**src/design/tcpq_pkg.sv**
```systemverilog
// Package for the three-class priority queue: widths, codes and shared types.
`timescale 1ns / 1ps
`default_nettype none
package tcpq_pkg;

    localparam int CAPACITY_DEF   = 64;
    localparam int ORDER_BITS_DEF = 16;

    localparam int CMD_W      = 2;
    localparam int CLS_W      = 2;
    localparam int ORDER_W    = 16;
    localparam int STATUS_W   = 2;
    localparam int LEN_W      = 7;
    localparam int IN_DATA_W  = 24;
    localparam int OUT_DATA_W = 32;

    typedef enum logic [CMD_W-1:0] {
        CMD_ENQ = 2'd0,
        CMD_DEQ = 2'd1,
        CMD_CLR = 2'd2,
        CMD_NOP = 2'd3
    } t_cmd;

    typedef enum logic [CLS_W-1:0] {
        CLS_TOP   = 2'd0,
        CLS_MID   = 2'd1,
        CLS_PLAIN = 2'd2
    } t_class;

    typedef enum logic [STATUS_W-1:0] {
        ST_OK    = 2'd0,
        ST_EMPTY = 2'd1,
        ST_FULL  = 2'd2
    } t_status;

    typedef enum logic {
        S_IDLE = 1'b0,
        S_READ = 1'b1
    } t_state;

    // controller to datapath
    typedef struct packed {
        logic accept;
        logic load_read;
    } t_dp_cmd;

    // datapath to controller
    typedef struct packed {
        logic deq_item;
    } t_dp_stat;

endpackage
`default_nettype wire

```
**src/design/tcpq_ctrl.sv**
```systemverilog
// Controller for the three-class priority queue: handshakes and sequencing.
`timescale 1ns / 1ps
`default_nettype none
module tcpq_ctrl (
    input  wire logic               i_clk,
    input  wire logic               i_rst_n,
    input  wire logic               i_s_valid,
    output logic                    o_s_ready,
    output logic                    o_m_valid,
    input  wire logic               i_m_ready,
    input  wire tcpq_pkg::t_dp_stat i_stat,
    output tcpq_pkg::t_dp_cmd       o_cmd
);
    import tcpq_pkg::*;

    t_state r_state, n_state;
    logic   r_out_valid, n_out_valid;
    logic   accept;

    assign o_s_ready = (r_state == S_IDLE) && (!r_out_valid || i_m_ready);
    assign accept    = i_s_valid && o_s_ready;
    assign o_m_valid = r_out_valid;

    always_comb begin
        n_state = r_state;
        unique case (r_state)
            S_IDLE: begin
                if (accept && i_stat.deq_item) begin
                    n_state = S_READ;
                end
            end
            S_READ: begin
                n_state = S_IDLE;
            end
            default: begin
                n_state = S_IDLE;
            end
        endcase
    end

    always_comb begin
        o_cmd.accept    = 1'b0;
        o_cmd.load_read = 1'b0;
        n_out_valid     = r_out_valid && !i_m_ready;
        unique case (r_state)
            S_IDLE: begin
                o_cmd.accept = accept;
                if (accept && !i_stat.deq_item) begin
                    n_out_valid = 1'b1;
                end
            end
            S_READ: begin
                o_cmd.load_read = 1'b1;
                n_out_valid     = 1'b1;
            end
            default: begin
                n_out_valid = 1'b0;
            end
        endcase
    end

    always_ff @(posedge i_clk) begin
        if (!i_rst_n) begin
            r_state     <= S_IDLE;
            r_out_valid <= 1'b0;
        end else begin
            r_state     <= n_state;
            r_out_valid <= n_out_valid;
        end
    end

endmodule
`default_nettype wire

```
**src/design/tcpq_dp.sv**
```systemverilog
// Datapath for the three-class priority queue: class rings, counts and result register.
`timescale 1ns / 1ps
`default_nettype none
module tcpq_dp #(
    parameter int CAPACITY   = tcpq_pkg::CAPACITY_DEF,
    parameter int ORDER_BITS = tcpq_pkg::ORDER_BITS_DEF
) (
    input  wire logic                          i_clk,
    input  wire logic                          i_rst_n,
    input  wire tcpq_pkg::t_dp_cmd             i_cmd,
    output tcpq_pkg::t_dp_stat                 o_stat,
    input  wire logic [tcpq_pkg::IN_DATA_W-1:0]  i_data,
    output logic      [tcpq_pkg::OUT_DATA_W-1:0] o_data
);
    import tcpq_pkg::*;

    localparam int IDX_W = (CAPACITY > 1) ? $clog2(CAPACITY) : 1;
    localparam int CNT_W = $clog2(CAPACITY + 1);
    localparam int SUM_W = CNT_W + 1;
    localparam int TOT_W = CNT_W + 2;
    localparam int NCLS  = 3;

    logic [CMD_W-1:0]   cmd_raw;
    logic [CLS_W-1:0]   cls_raw;
    logic [ORDER_W-1:0] ord_in;
    t_class             cls;
    t_class             deq_cls;
    logic [TOT_W-1:0]   total;
    logic [TOT_W-1:0]   n_total;
    logic               full;
    logic               empty;
    logic               enq_ok;
    logic               deq_ok;
    t_status            status;

    logic [IDX_W-1:0] r_head  [NCLS];
    logic [IDX_W-1:0] n_head  [NCLS];
    logic [CNT_W-1:0] r_count [NCLS];
    logic [CNT_W-1:0] n_count [NCLS];
    logic [SUM_W-1:0] wsum    [NCLS];
    logic [SUM_W-1:0] hsum    [NCLS];
    logic [IDX_W-1:0] wpos    [NCLS];
    logic             we      [NCLS];
    logic [ORDER_BITS-1:0] r_rd [NCLS];

    logic                r_valid;
    t_class              r_cls;
    logic [ORDER_W-1:0]  r_ord;
    t_status             r_status;
    logic [LEN_W-1:0]    r_len;
    logic                r_empty;

    assign cmd_raw = i_data[CMD_W-1:0];
    assign cls_raw = i_data[CMD_W+CLS_W-1:CMD_W];
    assign ord_in  = i_data[CMD_W+CLS_W+ORDER_W-1:CMD_W+CLS_W];

    always_comb begin
        unique case (cls_raw)
            CLS_TOP: cls = CLS_TOP;
            CLS_MID: cls = CLS_MID;
            default: cls = CLS_PLAIN;
        endcase
    end

    assign total = TOT_W'(r_count[0]) + TOT_W'(r_count[1]) + TOT_W'(r_count[2]);
    assign full  = total >= TOT_W'(CAPACITY);
    assign empty = (total == '0);

    always_comb begin
        if (r_count[0] != '0) begin
            deq_cls = CLS_TOP;
        end else if (r_count[1] != '0) begin
            deq_cls = CLS_MID;
        end else begin
            deq_cls = CLS_PLAIN;
        end
    end

    assign enq_ok = (cmd_raw == CMD_ENQ) && !full;
    assign deq_ok = (cmd_raw == CMD_DEQ) && !empty;
    assign o_stat.deq_item = deq_ok;

    always_comb begin
        n_total = total;
        status  = ST_OK;
        unique case (cmd_raw)
            CMD_ENQ: begin
                if (full) begin
                    status = ST_FULL;
                end else begin
                    n_total = total + TOT_W'(1);
                end
            end
            CMD_DEQ: begin
                if (empty) begin
                    status = ST_EMPTY;
                end else begin
                    n_total = total - TOT_W'(1);
                end
            end
            CMD_CLR: n_total = '0;
            default: n_total = total;
        endcase
    end

    // per-class ring arithmetic
    always_comb begin
        for (int k = 0; k < NCLS; k++) begin
            wsum[k] = SUM_W'(r_head[k]) + SUM_W'(r_count[k]);
            hsum[k] = SUM_W'(r_head[k]) + SUM_W'(1);
            if (wsum[k] >= SUM_W'(CAPACITY)) begin
                wpos[k] = IDX_W'(wsum[k] - SUM_W'(CAPACITY));
            end else begin
                wpos[k] = IDX_W'(wsum[k]);
            end
            we[k]      = i_cmd.accept && enq_ok && (cls == t_class'(k));
            n_head[k]  = r_head[k];
            n_count[k] = r_count[k];
            if (i_cmd.accept) begin
                if (cmd_raw == CMD_CLR) begin
                    n_head[k]  = '0;
                    n_count[k] = '0;
                end else if (we[k]) begin
                    n_count[k] = r_count[k] + CNT_W'(1);
                end else if (deq_ok && (deq_cls == t_class'(k))) begin
                    if (hsum[k] >= SUM_W'(CAPACITY)) begin
                        n_head[k] = '0;
                    end else begin
                        n_head[k] = IDX_W'(hsum[k]);
                    end
                    n_count[k] = r_count[k] - CNT_W'(1);
                end
            end
        end
    end

    always_ff @(posedge i_clk) begin
        if (!i_rst_n) begin
            for (int k = 0; k < NCLS; k++) begin
                r_head[k]  <= '0;
                r_count[k] <= '0;
            end
        end else begin
            for (int k = 0; k < NCLS; k++) begin
                r_head[k]  <= n_head[k];
                r_count[k] <= n_count[k];
            end
        end
    end

    // one ring store per class, read at its head
    for (genvar g = 0; g < NCLS; g++) begin : g_store
        logic [ORDER_BITS-1:0] mem [CAPACITY];

        always_ff @(posedge i_clk) begin
            if (we[g]) begin
                mem[wpos[g]] <= ORDER_BITS'(ord_in);
            end
        end

        always_ff @(posedge i_clk) begin
            if (i_cmd.accept) begin
                r_rd[g] <= mem[r_head[g]];
            end
        end
    end

    always_ff @(posedge i_clk) begin
        if (i_cmd.accept) begin
            r_valid  <= deq_ok;
            r_cls    <= deq_ok ? deq_cls : CLS_TOP;
            r_ord    <= '0;
            r_status <= status;
            r_len    <= LEN_W'(n_total);
            r_empty  <= (n_total == '0);
        end else if (i_cmd.load_read) begin
            case (r_cls)
                CLS_TOP: r_ord <= ORDER_W'(r_rd[0]);
                CLS_MID: r_ord <= ORDER_W'(r_rd[1]);
                default: r_ord <= ORDER_W'(r_rd[2]);
            endcase
        end
    end

    assign o_data = {3'b000, r_empty, r_len, r_status, r_ord, r_cls, r_valid};

endmodule
`default_nettype wire

```
**src/design/three_class_priority_queue.sv**
```systemverilog
// Top level of the three-class priority queue: controller and datapath.
// Results: enqueue, clear and no-op results are offered in the cycle after acceptance;
//   a dequeue that returns an item is offered later, after the registered ring store read.
// Throughput: 1 transaction per cycle unless the output stalls or a dequeue returns an item.
// Reset: synchronous, active low; empties all classes and clears the output valid flag,
//   store contents are kept and never returned before being written.
`timescale 1ns / 1ps
`default_nettype none
module three_class_priority_queue #(
    parameter int CAPACITY   = tcpq_pkg::CAPACITY_DEF,
    parameter int ORDER_BITS = tcpq_pkg::ORDER_BITS_DEF
) (
    input  wire logic                            i_clk,
    input  wire logic                            i_rst_n,
    input  wire logic                            s_axis_tvalid,
    output logic                                 s_axis_tready,
    // [1:0] command, [3:2] item_class, [19:4] order_number, [23:20] zero
    input  wire logic [tcpq_pkg::IN_DATA_W-1:0]  s_axis_tdata,
    output logic                                 m_axis_tvalid,
    input  wire logic                            m_axis_tready,
    // [0] item_valid, [2:1] out_class, [18:3] out_order, [20:19] status,
    // [27:21] queue_length, [28] queue_empty, [31:29] zero
    output logic      [tcpq_pkg::OUT_DATA_W-1:0] m_axis_tdata
);
    import tcpq_pkg::*;

    t_dp_cmd  dp_cmd;
    t_dp_stat dp_stat;

    tcpq_ctrl u_ctrl (
        .i_clk     (i_clk),
        .i_rst_n   (i_rst_n),
        .i_s_valid (s_axis_tvalid),
        .o_s_ready (s_axis_tready),
        .o_m_valid (m_axis_tvalid),
        .i_m_ready (m_axis_tready),
        .i_stat    (dp_stat),
        .o_cmd     (dp_cmd)
    );

    tcpq_dp #(
        .CAPACITY   (CAPACITY),
        .ORDER_BITS (ORDER_BITS)
    ) u_dp (
        .i_clk   (i_clk),
        .i_rst_n (i_rst_n),
        .i_cmd   (dp_cmd),
        .o_stat  (dp_stat),
        .i_data  (s_axis_tdata),
        .o_data  (m_axis_tdata)
    );

endmodule
`default_nettype wire

```
**config.mk**
```make
export PLATFORM = sky130hd
export DESIGN_NAME = three_class_priority_queue
export DESIGN_NICKNAME = d
export VERILOG_FILES = /design/src/design/tcpq_pkg.sv /design/src/design/tcpq_ctrl.sv /design/src/design/tcpq_dp.sv /design/src/design/three_class_priority_queue.sv
export SDC_FILE = /design/constraint.sdc
export NUM_CORES = 2
export LEC_CHECK = 0
export ABC_AREA = 1
export CAP_MARGIN = 15
export CELL_PAD_IN_SITES_DETAIL_PLACEMENT = 1
export CELL_PAD_IN_SITES_GLOBAL_PLACEMENT = 1
export CORE_MARGIN = 5
export CORE_UTILIZATION = 44
export CTS_BUF_LIST = sky130_fd_sc_hd__clkbuf_4 sky130_fd_sc_hd__clkbuf_8 sky130_fd_sc_hd__clkbuf_16
export CTS_CLUSTER_SIZE = 20
export DETAILED_ROUTE_END_ITERATION = 10
export DONT_BUFFER_PORTS = 1
export HOLD_SLACK_MARGIN = 0.05
export MAX_ROUTING_LAYER = met4
export PLACE_DENSITY_LB_ADDON = 0.1
export SETUP_SLACK_MARGIN = 0.15
export SLEW_MARGIN = 20
export SYNTH_ARGS = -nofsm -noshare
export SYNTH_HDL_FRONTEND = slang
export SYNTH_SLANG_ARGS = --single-unit
```
**constraint.sdc**
```tcl
create_clock -name i_clk -period 7 [get_ports i_clk]
set_input_delay 2.1 -clock i_clk [delete_from_list [all_inputs] [get_ports i_clk]]
set_output_delay 2.1 -clock i_clk [all_outputs]
set_load 0.02 [all_outputs]
```
### Yosys cells after proc, flatten, opt, wreduce, memory -nomap -nowiden

Memories as Yosys holds them, arrays and structs flattened.
Cells that the tools add are included.

| storage, ports and cells | value |
|---|---|
| bits in registers | 31 |
| memory bits (writable) | 3159 |
| input port bits | 28 |
| output and inout bits | 34 |
| logic and storage cells | 146 |
| memories | 6 |

Memory list:

| memory | depth | width | rd ports | clocked after memory_dff | wr ports | RTL line | text |
|---|---|---|---|---|---|---|---|
| u_dp.g_store[0].mem | 64 | 16 | 1 | 0 | 1 | tcpq_dp.sv:153 | `logic [ORDER_BITS-1:0] mem [CAPACITY];` |
| u_dp.g_store[1].mem | 64 | 16 | 1 | 0 | 1 | tcpq_dp.sv:153 |  |
| u_dp.g_store[2].mem | 64 | 16 | 1 | 0 | 1 | tcpq_dp.sv:153 |  |
| u_dp.r_rd | 3 | 16 | 3 | 0 | 3 | tcpq_dp.sv:44 | `logic [ORDER_BITS-1:0] r_rd [NCLS];` |
| u_dp.r_count | 3 | 7 | 3 | 0 | 3 | tcpq_dp.sv:38 | `logic [CNT_W-1:0] r_count [NCLS];` |
| u_dp.r_head | 3 | 6 | 3 | 0 | 3 | tcpq_dp.sv:36 | `logic [IDX_W-1:0] r_head [NCLS];` |

| cells by class | value |
|---|---|
| add/sub/neg operators | 19 |
| magnitude comparators | 7 |
| eq/ne operators | 8 |
| mux-type cells | 62 |
| bitwise operators | 7 |
| reduce and logical (&&, ||, !) cells | 29 |

Operator list:

| cell | number |
|---|---|
| 6-bit 2-to-1 mux | 21 |
| 7-bit 2-to-1 mux | 15 |
| 8-bit by 7-bit greater-or-equal comparator with 1-bit output (second input constant) | 6 |
| 16-bit case mux with 2 select lines | 1 |
| 9-bit case mux with 3 select lines | 1 |
| 6-bit by 7-bit adder with 8-bit output | 3 |
| 6-bit by 1-bit adder with 7-bit output (second input constant) | 3 |
| 7-bit by 1-bit adder with 7-bit output (second input constant) | 3 |
| 7-bit by 1-bit subtractor with 7-bit output (second input constant) | 3 |
| 9-bit logical NOT | 2 |
| 9-bit 2-to-1 mux | 2 |
| 6-bit by 1-bit subtractor with 6-bit output (second input constant) | 3 |
| 1-bit 2-to-1 mux | 15 |
| 1-bit logical AND | 14 |
| 7-bit nonzero test | 2 |
| 2-bit by 1-bit == test with 1-bit output (second input constant) | 5 |
| 2-bit logical NOT | 5 |
| 9-bit by 1-bit adder with 9-bit output (second input constant) | 1 |
| 9-bit by 7-bit adder with 9-bit output | 1 |
| 9-bit by 7-bit greater-or-equal comparator with 1-bit output (second input constant) | 1 |
| 9-bit by 1-bit subtractor with 9-bit output (second input constant) | 1 |
| 7-bit by 7-bit adder with 8-bit output | 1 |
| 2-bit case mux with 2 select lines | 2 |
| 2-bit == test (second input constant) | 3 |
| other kinds (6) | 18 |

### Logic depth before layout (Yosys ltp)

An unclocked memory read counts as a cell.

| logic depth | value |
|---|---|
| depth in word-level cells | 12 |
| gate-level depth with buffers | 36 |
| gate-level depth less buffers | 35 |

### Modules after synthesis

Synthesis repeated with hierarchy kept, for this count alone.

| unflattened totals | value |
|---|---|
| cells, all modules | 9900 |
| area, all modules | 127252.0 um^2 |

By module, submodules not included:

| module | instances | cells each | area each (um^2) | sequential area each (um^2) |
|---|---|---|---|---|
| tcpq_dp | 1 | 9883 | 127139.4 | 95181.3 |
| tcpq_ctrl | 1 | 17 | 112.6 | 40.0 |

### Least setup slack after synthesis

Ideal clock, no wire load.

| timing path | value |
|---|---|
| path kind | input port to flip-flop |
| start point | input port m_axis_tready |
| end point | memory u_dp.r_count[0][6] (netlist bit) |
| library setup time | 0.128 ns |
| data arrival time | 5.489 ns |
| required time | 6.872 ns |
| setup slack | 1.383 ns |
| cell stages on the path | 20 |
| path buffers | 1 |
| cell sequence | inv_1 a21oi_1 nand2_1 inv_2 nand2_1 nor2_2 nand2_2 buf_6 ha_1 nand2_1 o21ai_0 nand2_1 nand2_1 a21oi_1 xor2_1 nand3b_1 nand2_1 nor2_1 nor2_1 nor2_1 |

RTL lines:

| what | RTL line | text |
|---|---|---|
| start, declared | three_class_priority_queue.sv:20 | `input wire logic m_axis_tready,` |
| end, declared | tcpq_dp.sv:38 |  |

==> Flow_metrics.wiki <==
{| class="wikitable"
! Metric !! Value
|-
| Mean area per synthesized cell || 12.83 um2
|-
| Gr usage total || between 20% and 30%
|-
| Sort of element at the end of the critical path || flip-flop
|-
| Fraction of the mapped netlist area in compound gates || 13.28%
|-
| Data required time of the critical path || 7.59 ns
|-
| Largest driver fanout on the critical path || 18
|-
| Worst-case clock skew || between 0.05 and 0.06 ns
|-
| Number of buffers and inverters on the critical path || 4
|-
| Count of unique library cells instantiated by Yosys || 54
|-
| Half-perimeter wire length after placement || 224.2 mm
|-
| 1st-pass router iterations || 5
|-
| Worst slew margin || 25.56%
|-
| Iter 0 DRT Violations || 8,131
|-
| Placement Setup Slack || 0.9664 ns
|-
| Number of register bits inferred by synthesis || 3,190
|-
| Crit path setup slack, layout || around 1.2 ns
|-
| Transition time at the pin with the least slew margin || approximately 1.1 ns
|-
| Post-synth top flop || sky130_fd_sc_hd__edfxtp_1
|-
| Remaining antenna violation count || 0
|-
| Number of gates resized after cts || 0
|-
| Clk pin slew, worst setup/hold paths || ~0.06 ns
|-
| Leakage || approximately 47 nW
|-
| Total number of H-tree levels || 5
|-
| Post-synthesis instance total || 9,924
|-
| Area of the core || 288,100 um2
|-
| Routed wirelength normalized by instance count || approximately 30 um
|-
| Minimum clock period after layout || slightly below 6 ns
|-
| Library cell appearing most often on the critical path || sky130_fd_sc_hd__nand2_1
|-
| Simple-gate portion of the synthesized area || 8.516%
|-
| Total number of vias || 83,960
|-
| Number of antenna violations at the first check in global routing || 7
|-
| Number of design rule violations left after detail routing || 0
|-
| Wire length of the first global-routing pass || 594.2 mm
|-
| Number of placed I/O pins || 62
|-
| Total power density per cell area || 292.8 nW/um2
|-
| TritonCTS clock tree || yes
|-
| Yosys synthesis warning count || 0
|-
| Leading cell type in the layout, fill and taps excluded || sky130_fd_sc_hd__edfxtp_1
|-
| Final period utilization || 83.44%
|-
| Status || completed
|-
| Worst Setup Start Kind || flip-flop
|-
| Fraction of registers with async set or reset after synthesis || 0%
|-
| Multiplexer area fraction after synthesis || 0%
|-
| Proportion of layout cells with a drive suffix above 1 || 9.038%
|-
| Final Setup Violations || 0
|-
| Detailed-route wire length || 408.8 mm
|-
| Dominant delay contributor by cell family on the critical path || simple AND/OR/NAND/NOR gates
|-
| Unrepaired setup endpoints after global routing || false
|-
| Class of the tightest hold or removal check || reg -> reg
|-
| Post-CTS repair timing setup buffer count || 0
|-
| Cell area after synthesis || 127,400 um2
|-
| Floorplan die area || between 300,000 and 400,000 um2
|-
| Final global-route overflow total || 0
|-
| Port Buffers || 0
|-
| Chip Height || 548.0 um
|-
| Starting density of the core || 44.20%
|-
| Library cell contributing the largest single delay on the critical path || sky130_fd_sc_hd__nor2_1
|-
| Top library cells by usage in the layout, fill and taps aside || 3,133 x sky130_fd_sc_hd__edfxtp_1, 2,237 x sky130_fd_sc_hd__nor2_1, 1,936 x sky130_fd_sc_hd__o21ai_0
|-
| Pin count of the biggest net entering global routing || 193
|-
| Skew-Pair Late Insertion Delay || 0.93 ns
|-
| Achievable frequency || approximately 170 MHz
|-
| Placement row count || between 150 and 200
|-
| Setup Crit Path Kind || reg -> reg
|-
| Clock sink count || 3,190
|-
| Final sum of negative setup slack || 0 ns
|-
| Post-synthesis sequential area ratio || 74.76%
|-
| Max-slew violations || 0
|-
| Die W || 548.0 um
|-
| XOR/XNOR Fraction of Synth Area || 0.2682%
|-
| Via count of the first global-routing pass || 85,670
|-
| Worst stage delay on the critical path || ~0.73 ns
|-
| Number of buffers created by CTS || ~340
|-
| Final nets || 9,981
|-
| Max-capacitance violation count || 0
|-
| Post-synthesis adder-cell area fraction || 0.6562%
|-
| Cts hold-fix bufs || 0
|-
| Root buffer selected by CTS || sky130_fd_sc_hd__clkbuf_16
|-
| Number of failing hold endpoints at the final stage || 0
|-
| Number of enable-type register cells in the synthesized netlist || 3,133
|-
| Number of buffers on the longest clock path || 4
|-
| Area overhead of the layout relative to synthesis || 12.49%
|-
| Largest family of logic cells by synthesized area || compound AO/OA/AOI/OAI gates
|-
| Gp weighted congestion || 0.8344
|-
| Maximum vdd drop || 0.2208 mV
|-
| Arrival @ worst endpoint || between 6 and 7 ns
|-
| Routed via count divided by cell count || 6.016
|}
==> worst reg2reg max path, cell delays in order (launching register included) <==
cell	delay [ns]
sky130_fd_sc_hd__dfxtp_1	0.39
sky130_fd_sc_hd__ha_1	0.26
sky130_fd_sc_hd__fa_1	0.42
sky130_fd_sc_hd__nand3_1	0.10
sky130_fd_sc_hd__nand2_1	0.10
sky130_fd_sc_hd__nand2_1	0.08
sky130_fd_sc_hd__nand2_1	0.05
sky130_fd_sc_hd__a21oi_1	0.15
sky130_fd_sc_hd__xnor2_1	0.16
sky130_fd_sc_hd__ha_1	0.30
sky130_fd_sc_hd__nand2_1	0.10
sky130_fd_sc_hd__inv_1	0.04
sky130_fd_sc_hd__nand2_1	0.06
sky130_fd_sc_hd__nand2_1	0.07
sky130_fd_sc_hd__a21oi_1	0.18
sky130_fd_sc_hd__nand2_1	0.09
sky130_fd_sc_hd__nand2_2	0.10
sky130_fd_sc_hd__nand3_2	0.16
sky130_fd_sc_hd__nor2_2	0.23
sky130_fd_sc_hd__nand2_1	0.13
sky130_fd_sc_hd__inv_1	0.09
sky130_fd_sc_hd__nand2_1	0.05
sky130_fd_sc_hd__buf_4	0.21
sky130_fd_sc_hd__nor2_1	0.25
sky130_fd_sc_hd__nand2_1	0.67
sky130_fd_sc_hd__nor2_1	0.74
sky130_fd_sc_hd__buf_4	0.33
==> cell usage after synthesis, types with 30 or more instances <==
master | count | share of area, %
sky130_fd_sc_hd__o221ai_1 | 54 | 0.37
sky130_fd_sc_hd__a21oi_1 | 70 | 0.28
sky130_fd_sc_hd__ha_1 | 54 | 0.53
sky130_fd_sc_hd__edfxtp_1 | 3133 | 74
sky130_fd_sc_hd__o21ai_0 | 1936 | 7.6
sky130_fd_sc_hd__o32ai_1 | 30 | 0.21
sky130_fd_sc_hd__clkbuf_1 | 619 | 1.8
sky130_fd_sc_hd__o211ai_1 | 35 | 0.21
sky130_fd_sc_hd__o22ai_1 | 854 | 4.2
sky130_fd_sc_hd__dfxtp_1 | 57 | 0.90
sky130_fd_sc_hd__nand3_1 | 89 | 0.35
sky130_fd_sc_hd__nand2_1 | 352 | 1.0
sky130_fd_sc_hd__buf_2 | 40 | 0.16
sky130_fd_sc_hd__inv_1 | 118 | 0.35
sky130_fd_sc_hd__nor2_1 | 2238 | 6.6
==> final timing paths <==
kind	endpoint	slack, ns	start	cells after the start
worst min-delay path	u_dp.r_head[0][3]	0.49	u_dp.r_head[0][3]	2
worst min register to register	u_dp.r_head[0][3]	0.49	u_dp.r_head[0][3]	2
worst max-delay path	u_dp.g_store[1].mem[38][1]	1.16	u_dp.r_count[0][7]	26
worst max register to register	u_dp.g_store[1].mem[38][1]	1.16	u_dp.r_count[0][7]	26
==> area by class of cell <==
cell class                      count  area [um2]
Antenna cell                        7       17.52
Clock buffer                      430        9419
Clock inverter                    193        1750
Fill cell                       28690      144900
Inverter                          126       521.8
Multi-Input combinational cell   5914       28960
Sequential cell                  3190       95260
Tap cell                         3781        4731
Timing Repair Buffer              315        2615
==> sequential cells by signal, summed over array words and instances, names as in the netlist <==
register / cells
u_dp.g_store.mem: 3072
u_dp.r_rd: 48
u_dp.r_count: 21
u_dp.r_head: 18
u_dp.r_ord: 16
u_dp.r_len: 7
u_dp.r_cls: 2
u_dp.r_status: 2
u_ctrl.o_m_valid: 1
u_ctrl.r_state: 1
u_dp.r_empty: 1
u_dp.r_valid: 1
==> logic make-up after synthesis <==
logic type | Yosys count
flip-flops | 3190
XOR/XNOR | 39
AND/OR/NAND/NOR | 2766
AO/OA/AOI/OAI | 3044
adder cells (fa/ha/maj) | 62
buffers and inverters | 822
other | 1
==> per-layer routing <==
metal  vias to the layer above  track usage (%)  share of wire [%]
met5                         -                -                  0
met2                      2609            44.19                 48
met1                     43800            36.32                 43
met3                       648            3.063                5.5
met4                         0            8.564                3.6
li1                      36900                -                  -
==> power breakdown <==
part | switching, mW | internal, mW
combinational | 1.90 | 0.681
sequential | 0.147 | 21.1
clock | 7.63 | 10.5
total | 9.68 | 32.3
==> metrics by stage <==
stage	hold slack [ns]	cell area (um2)	utilization, %	power (mW)	std cells
2_1_floorplan	0.4986	127400	-	23.25	9926
4_1_cts	0.4944	143300	49.72	42.25	13950
6_report	0.4892	143300	49.72	41.95	13960
5_1_grt	0.5184	143300	49.72	43.32	13950
3_5_place_dp	0.4850	132100	45.84	24.20	13330
3_3_place_gp	0.4727	132100	45.84	24.13	13330
Power figures use the tool's default switching activity.
